==> src/sv/rpa_pkg.sv <==
// shared types and constants of the page allocator
package rpa_pkg;
  localparam int NUM_PAGES_D   = 32768;
  localparam int PAGE_SHIFT_D  = 12;
  localparam int COUNT_WIDTH_D = 16;
  localparam int QDEPTH        = 2;

  localparam logic [1:0] OP_ALLOC = 2'd0;
  localparam logic [1:0] OP_FREE  = 2'd1;
  localparam logic [1:0] OP_INCR  = 2'd2;
  localparam logic [1:0] OP_INIT  = 2'd3;

  localparam logic [2:0] ST_OK        = 3'd0;
  localparam logic [2:0] ST_EMPTY     = 3'd1;
  localparam logic [2:0] ST_BAD_ADDR  = 3'd2;
  localparam logic [2:0] ST_NOT_ALLOC = 3'd3;
  localparam logic [2:0] ST_SATURATED = 3'd4;

  localparam logic CFG_REGION_START = 1'b0;
  localparam logic CFG_REGION_END   = 1'b1;

  // classified command from front to back (index kept at full 32-bit width)
  typedef struct packed {
    logic [1:0]  op;
    logic        bad;
    logic [31:0] idx;
  } cmd_t;
endpackage

==> src/sv/rpa_front.sv <==
// front end: input queue, address check and index computation against the latched region
module rpa_front #(
  parameter int NUM_PAGES  = rpa_pkg::NUM_PAGES_D,
  parameter int PAGE_SHIFT = rpa_pkg::PAGE_SHIFT_D
) (
  input  logic          clk,
  input  logic          rst_n,
  input  logic          in_valid,
  output logic          in_ready,
  input  logic [1:0]    op,
  input  logic [31:0]   page_addr,
  input  logic [32:0]   base,
  input  logic [31:0]   pages,
  output logic          cmd_valid,
  input  logic          cmd_ready,
  output rpa_pkg::cmd_t cmd
);
  rpa_pkg::cmd_t q_r [rpa_pkg::QDEPTH];
  logic          wp_r, rp_r, wp_nxt, rp_nxt;
  logic [1:0]    cnt_r, cnt_nxt;
  rpa_pkg::cmd_t head;
  rpa_pkg::cmd_t c;
  logic [32:0]   diff;
  logic [32:0]   n;
  logic          push, pop;

  // queue holds raw op and address; the head is classified as it leaves, so an
  // init ahead of it in the back end has already latched the new region
  always_comb begin
    head  = q_r[rp_r];
    diff  = {1'b0, head.idx} - base;
    n     = diff >> PAGE_SHIFT;
    c.op  = head.op;
    c.idx = n[31:0];
    c.bad = (head.idx[PAGE_SHIFT-1:0] != '0) || ({1'b0, head.idx} < base) ||
            (n >= {1'b0, pages}) || (n >= 33'(NUM_PAGES));
  end

  assign in_ready  = (cnt_r != 2'(rpa_pkg::QDEPTH));
  assign push      = in_valid && in_ready;
  assign cmd_valid = (cnt_r != 2'd0);
  assign pop       = cmd_valid && cmd_ready;
  assign cmd       = c;
  assign wp_nxt    = push ? ~wp_r : wp_r;
  assign rp_nxt    = pop ? ~rp_r : rp_r;
  assign cnt_nxt   = cnt_r + 2'(push) - 2'(pop);

  always_ff @(posedge clk) begin
    if (!rst_n) begin
      wp_r  <= 1'b0;
      rp_r  <= 1'b0;
      cnt_r <= 2'd0;
    end else begin
      wp_r  <= wp_nxt;
      rp_r  <= rp_nxt;
      cnt_r <= cnt_nxt;
    end
    if (push) q_r[wp_r] <= '{op: op, bad: 1'b0, idx: page_addr};
  end
endmodule

==> config.mk <==
export PLATFORM = sky130hd
export DESIGN_NAME = rpa_front
export DESIGN_NICKNAME = d
export VERILOG_FILES = /design/src/sv/rpa_pkg.sv /design/src/sv/rpa_front.sv
export SDC_FILE = /design/constraint.sdc
export NUM_CORES = 1
export LEC_CHECK = 0
export ABC_AREA = 1
export ABC_CLOCK_PERIOD_IN_PS = 11090
export BUFFER_PORTS_ARGS = -buffer_cell sky130_fd_sc_hd__buf_2
export CORE_MARGIN = 5
export CORE_UTILIZATION = 58
export DETAILED_ROUTE_END_ITERATION = 8
export PLACE_DENSITY = 0.86
export SLEW_MARGIN = 20
export SYNTH_ARGS = -nofsm -noshare
export SYNTH_HDL_FRONTEND = slang
export SYNTH_SLANG_ARGS = --single-unit
==> constraint.sdc <==
create_clock -name clk -period 11.09 [get_ports clk]
set_input_delay 1.109 -clock clk [delete_from_list [all_inputs] [get_ports clk]]
set_output_delay 1.109 -clock clk [all_outputs]
set_load 0.005 [all_outputs]
# Word-level counts from Yosys, hierarchy flattened

Memories as Yosys holds them, arrays and structs flattened. A register that Yosys moved wholly into a read port is not among the register bits.
Index checks and enable logic that the tools add are counted.

Output and inout bits: 37
Memory bits (writable): 68
Word-level logic and storage cells: 24
Input bits: 103
Register bits: 4
Memories kept: 1

Bitwise logic cells: 2
Eq/ne operators: 1
$lt $le $gt $ge: 3
$add $sub $neg: 3
Reductions and logical operators: 7
Multiplexer cells: 4

Memory list:

| memory | depth | width | read ports | clocked after Yosys merged registers in | wr ports | line            | source |
|---|---|---|---|---|---|---|---|
| q_r    | 2     | 34    | 1          | 1                                       | 1        | rpa_front.sv:18 | `rpa_pkg::cmd_t q_r [rpa_pkg::QDEPTH];` |

Operators by type and width:

| cell                                                  | count |
|---|---|
| < comparator 32 x 33 -> 1 bit                         | 1 |
| subtractor 32 x 33 -> 33 bit                          | 1 |
| >= comparator 21 x 32 -> 1 bit                        | 1 |
| >= comparator 21 x 16 -> 1 bit, second input constant | 1 |
| nonzero test 12 bit                                   | 1 |
| two-way mux 1 bit                                     | 4 |
| logical OR 1 bit                                      | 3 |
| adder 2 x 1 -> 2 bit                                  | 1 |
| logical AND 1 bit                                     | 2 |
| != test 2 bit, second input constant                  | 1 |
| inverter 1 bit                                        | 2 |
| nonzero test 2 bit                                    | 1 |
| subtractor 2 x 1 -> 2 bit                             | 1 |

# Depth between registers and ports, before layout

Depth after elaboration: 4
Gate-level depth with buffers: 33

# Worst setup path before layout

No wires, ideal clock.

Kind: input to output
From: input base[8]
To: output cmd[32] (netlist bit)
Buffers on the path: 0
Cell stages on the path: 23
Data arrival time: 3.443 ns
Path slack: 6.538 ns
Path through: inv_1 ha_1 a21oi_1 o21ai_0 a21oi_1 nand2_2 nand2_1 nand3_2 a211oi_2 xnor2_1 ha_1 nand2_1 nor2_1 a211oi_1 nand2_1 nand2_1 nand2_1 nand2_1 nand2_1 nand2_1 nand2_1 nand2_1 nand4_1

RTL lines:

| what               | line            | source |
|---|---|---|
| start: declaration | rpa_front.sv:12 | `input logic [32:0] base,` |
| end: declaration   | rpa_front.sv:16 | `output rpa_pkg::cmd_t cmd` |

==> flow_metrics.py <==
metrics = {
    "run_status": {
        "status": "complete, no violations",
    },
    "cts": {
        "numClockSinks": 73,
        "numCtsBuffers": 9,
        "insertion_delay_ps": 320,
        "clkSlewWorstSetupHoldPaths_ps": 70,
        "clock_path_buffers": 2,
        "cts_hold_buffers": 0,
        "htree_levels": 3,
        "ctsResizeCount": 0,
        "root_buffer": "clkbuf_8",
        "post_cts.repair.setup_buffers": 0,
        "cts_tree": "yes",
    },
    "power": {
        "powerDensity_nw_per_um2": 217.4,
        "peakVddDrop_uv": 148.5,
        "p_leak_nw": 3.273,
        "total_power_mw": 1.371,
    },
    "drt": {
        "ant_nets": 0,
        "drt-total-wl_um": 12470,
        "drt_iter0_drc": 185,
        "via_per_inst": 5.081,
        "drc": 0,
        "dr.pass1.iters": 5,
        "vias": 4776,
        "wl_per_cell_um": 13.26,
    },
    "global_routing": {
        "use_met3": 0.03947,
        "grtUsageMet1": 0.2797,
        "grt_pass1_wl_um": 20150,
        "use_met2": 0.3706,
        "grt_use_total": 0.2193,
        "grt_pass1_vias": 4625,
        "busiest_layer": "met2",
        "grt_overflow_total": 0,
        "grt_antenna_before_repair": 0,
        "grt_max_degree": 33,
    },
    "sta": {
        "drv_slew": 0,
        "final.setup.tns_ps": 0,
        "finalClockSkew_ps": 7.246,
        "hold_slack_ps": 487.6,
        "tightest_slew_ps": 607.9,
        "relSlewSlack": 0.5943,
        "rsz0062_at_grt": "no",
        "hold_viol_final": 0,
        "timing.final.ws_setup_ps": 5500,
        "min_period_ps": 5590,
        "post-route-period-util": 0.5040,
        "timing.fmax_ghz": 0.1789,
        "setup_violations": 0,
    },
    "min_path": {
        "whs_path_depth": 1,
        "hp-start": "rp_r$_SDFFE_PN0P_",
        "holdCritPathClass": "flop to flop",
    },
    "synthesis": {
        "yosys_warnings": 0,
        "synthFlopType": "edfxtp_1",
        "async_reset_ff_frac": 0,
        "synth_seq_cells": 73,
        "yosys.area_share.simple": 0.2645,
        "synth_fa_ha_area_frac": 0.1254,
        "synth_top_family_by_area": "simple AND/OR/NAND/NOR gates",
        "synth-xor-area-share": 0.02601,
        "avgSynthCellArea_um2": 7.808,
        "synth-compound-area-share": 0.08198,
        "synth_edf_count": 68,
        "synth_mux_area_frac": 0.003716,
        "synth.distinct_cells": 42,
        "netlist_area_um2": 5388,
        "synth-seq-area-share": 0.3976,
        "syn_inst": 690,
    },
    "setup_path": {
        "criticalPathCategory": "flop to primary output",
        "cp-end-kind": "primary output",
        "cp-start-kind": "flop",
        "arrival_ps": 4480,
        "cpPeakStageDelay_ps": 600,
        "path_max_fanout": 32,
        "r2r-start": "cnt_r[0]$_SDFF_PN0_",
        "r2r_cells": 5,
        "critical_path_required_ps": 9980,
        "crit_top_cell": "nand2_1",
        "r2r_end": "q_r[1][23]$_DFFE_PP_",
        "worst_path_max_delay_cell": "dfxtp_1",
        "setup.reg_to_reg.worst_slack_ps": 9200,
    },
    "placed_design": {
        "dpl_worst_slack_ps": 5913,
        "placed_cell_area_um2": 6107,
        "portBuffers": 128,
        "dpl.hpwl_um": 10340,
        "gp_congestion": 0.9420,
        "placedCellCount": 924,
    },
    "finish": {
        "post-route-util": 0.6887,
        "multi_input_area_um2": 2749,
        "nNetsFinal": 981,
        "final_cells": 940,
        "seq_area_um2": 2142,
        "syn_to_final_growth_pct": 17.00,
        "diodes": 0,
        "fin_area_um2": 6304,
        "drive_gt1_frac": 0.2147,
        "fill_cells": 747,
    },
    "floorplan": {
        "rows": 35,
        "fp.dieH_um": 106.4,
        "placeableCoreArea_um2": 9153,
        "dieWidth_um": 106.4,
        "dieArea_um2": 11320,
        "ios": 140,
        "initial_core_util": 0.5887,
    },
    "flow_run": {
        "maxCapViolCount": 0,
    },
}
-- cells in the final DEF (no fill, tap or decap), types with 2 or more instances in the layout --
cell	count
a211oi_1	3
a21o_1	2
a21oi_1	41
a21oi_2	2
a31oi_1	3
and3_1	2
buf_2	128
buf_4	3
clkbuf_8	10
clkinv_2	2
clkinvlp_4	2
conb_1	11
dfxtp_1	5
edfxtp_1	68
ha_1	54
inv_1	107
mux2i_1	2
nand2_1	226
nand2_2	15
nand3_1	16
nand3_2	4
nor2_1	50
nor2_2	4
nor3_1	11
nor4_1	3
nor4_2	2
o21ai_0	15
o21ai_1	4
o21bai_1	4
or2_1	2
xnor2_1	8
xor2_1	8
-- power breakdown --
part	internal [mW]	leakage (nW)	switching [mW]
Sequential	0.351	0.676	0.0156
Combinational	0.304	2.50	0.504
Clock	0.109	0.0953	0.0872
Total	0.764	3.27	0.607
-- worst max-delay path, delay by kind of cell (launching register included) --
kind / cells / cell delay [ps]
fa+ha+maj: 2 / 620
xor+xnor: 1 / 230
simple gates: 20 / 1460
compound gates: 3 / 560
buf+inv: 3 / 660
flops: 1 / 600
-- layer usage --
metal | share of wire | wire length [µm]
met5 | 0 | 0
met4 | 0.025 | 313
met3 | 0.062 | 777
met2 | 0.48 | 5953
met1 | 0.43 | 5420
-- synthesized netlist by cell type, types with 3 or more instances --
cell type	count	share of area
nand2_1	226	0.16
inv_1	107	0.075
edfxtp_1	68	0.38
ha_1	54	0.13
nor2_1	52	0.036
a21oi_1	41	0.038
nand3_1	16	0.015
nand2_2	15	0.017
o21ai_0	15	0.014
buf_4	11	0.015
nor3_1	11	0.010
xnor2_1	8	0.013
xor2_1	8	0.013
dfxtp_1	5	0.019
nand3_2	4	0.0074
o21ai_1	4	0.0037
o21bai_1	4	0.0056
a211oi_1	3	0.0042
a31oi_1	3	0.0035
nor4_1	3	0.0035
-- layout make-up --
class                      instances  area share
sequential                        73      0.3398
multi-input combinational        500      0.4361
clock inverter                     5    0.008734
clock buffer                      11     0.02243
inverter                         109     0.06570
timing repair buffer             131      0.1052
tap                              111     0.02203
-- state kept, by name, indices dropped and copies added, names as in the netlist, named ones only --
signal,cells
q_r,68
cnt_r,2
rp_r,1
wp_r,1
-- how the worst max path moves through the flow --
| stage | depth (start not counted) | start | slack (ps) | endpoint |
|---|---|---|---|---|
| after global placement | 27 | flop | 6020 | cmd[32] |
| after detailed placement | 29 | flop | 5910 | cmd[32] |
| after floorplan | 23 | base[8] | 6540 | cmd[32] |
| after global routing | 29 | flop | 5110 | cmd[32] |
| after CTS | 29 | flop | 5540 | cmd[32] |
| final | 29 | flop | 5500 | cmd[32] |
-- kinds of logic (layout without fill, tap and decap cells) --
kind of cell               after synthesis  after routing
adders and majority gates               54             54
other                                    1             11
buffers and inverters                  127            256
DFF                                     73             73
muxes                                    2              2
xor gates and xnor gates                16             16
AOI/OAI and AO/OA                       78             78
and+or+nand+nor                        339            339
Power figures use the tool's default switching activity.
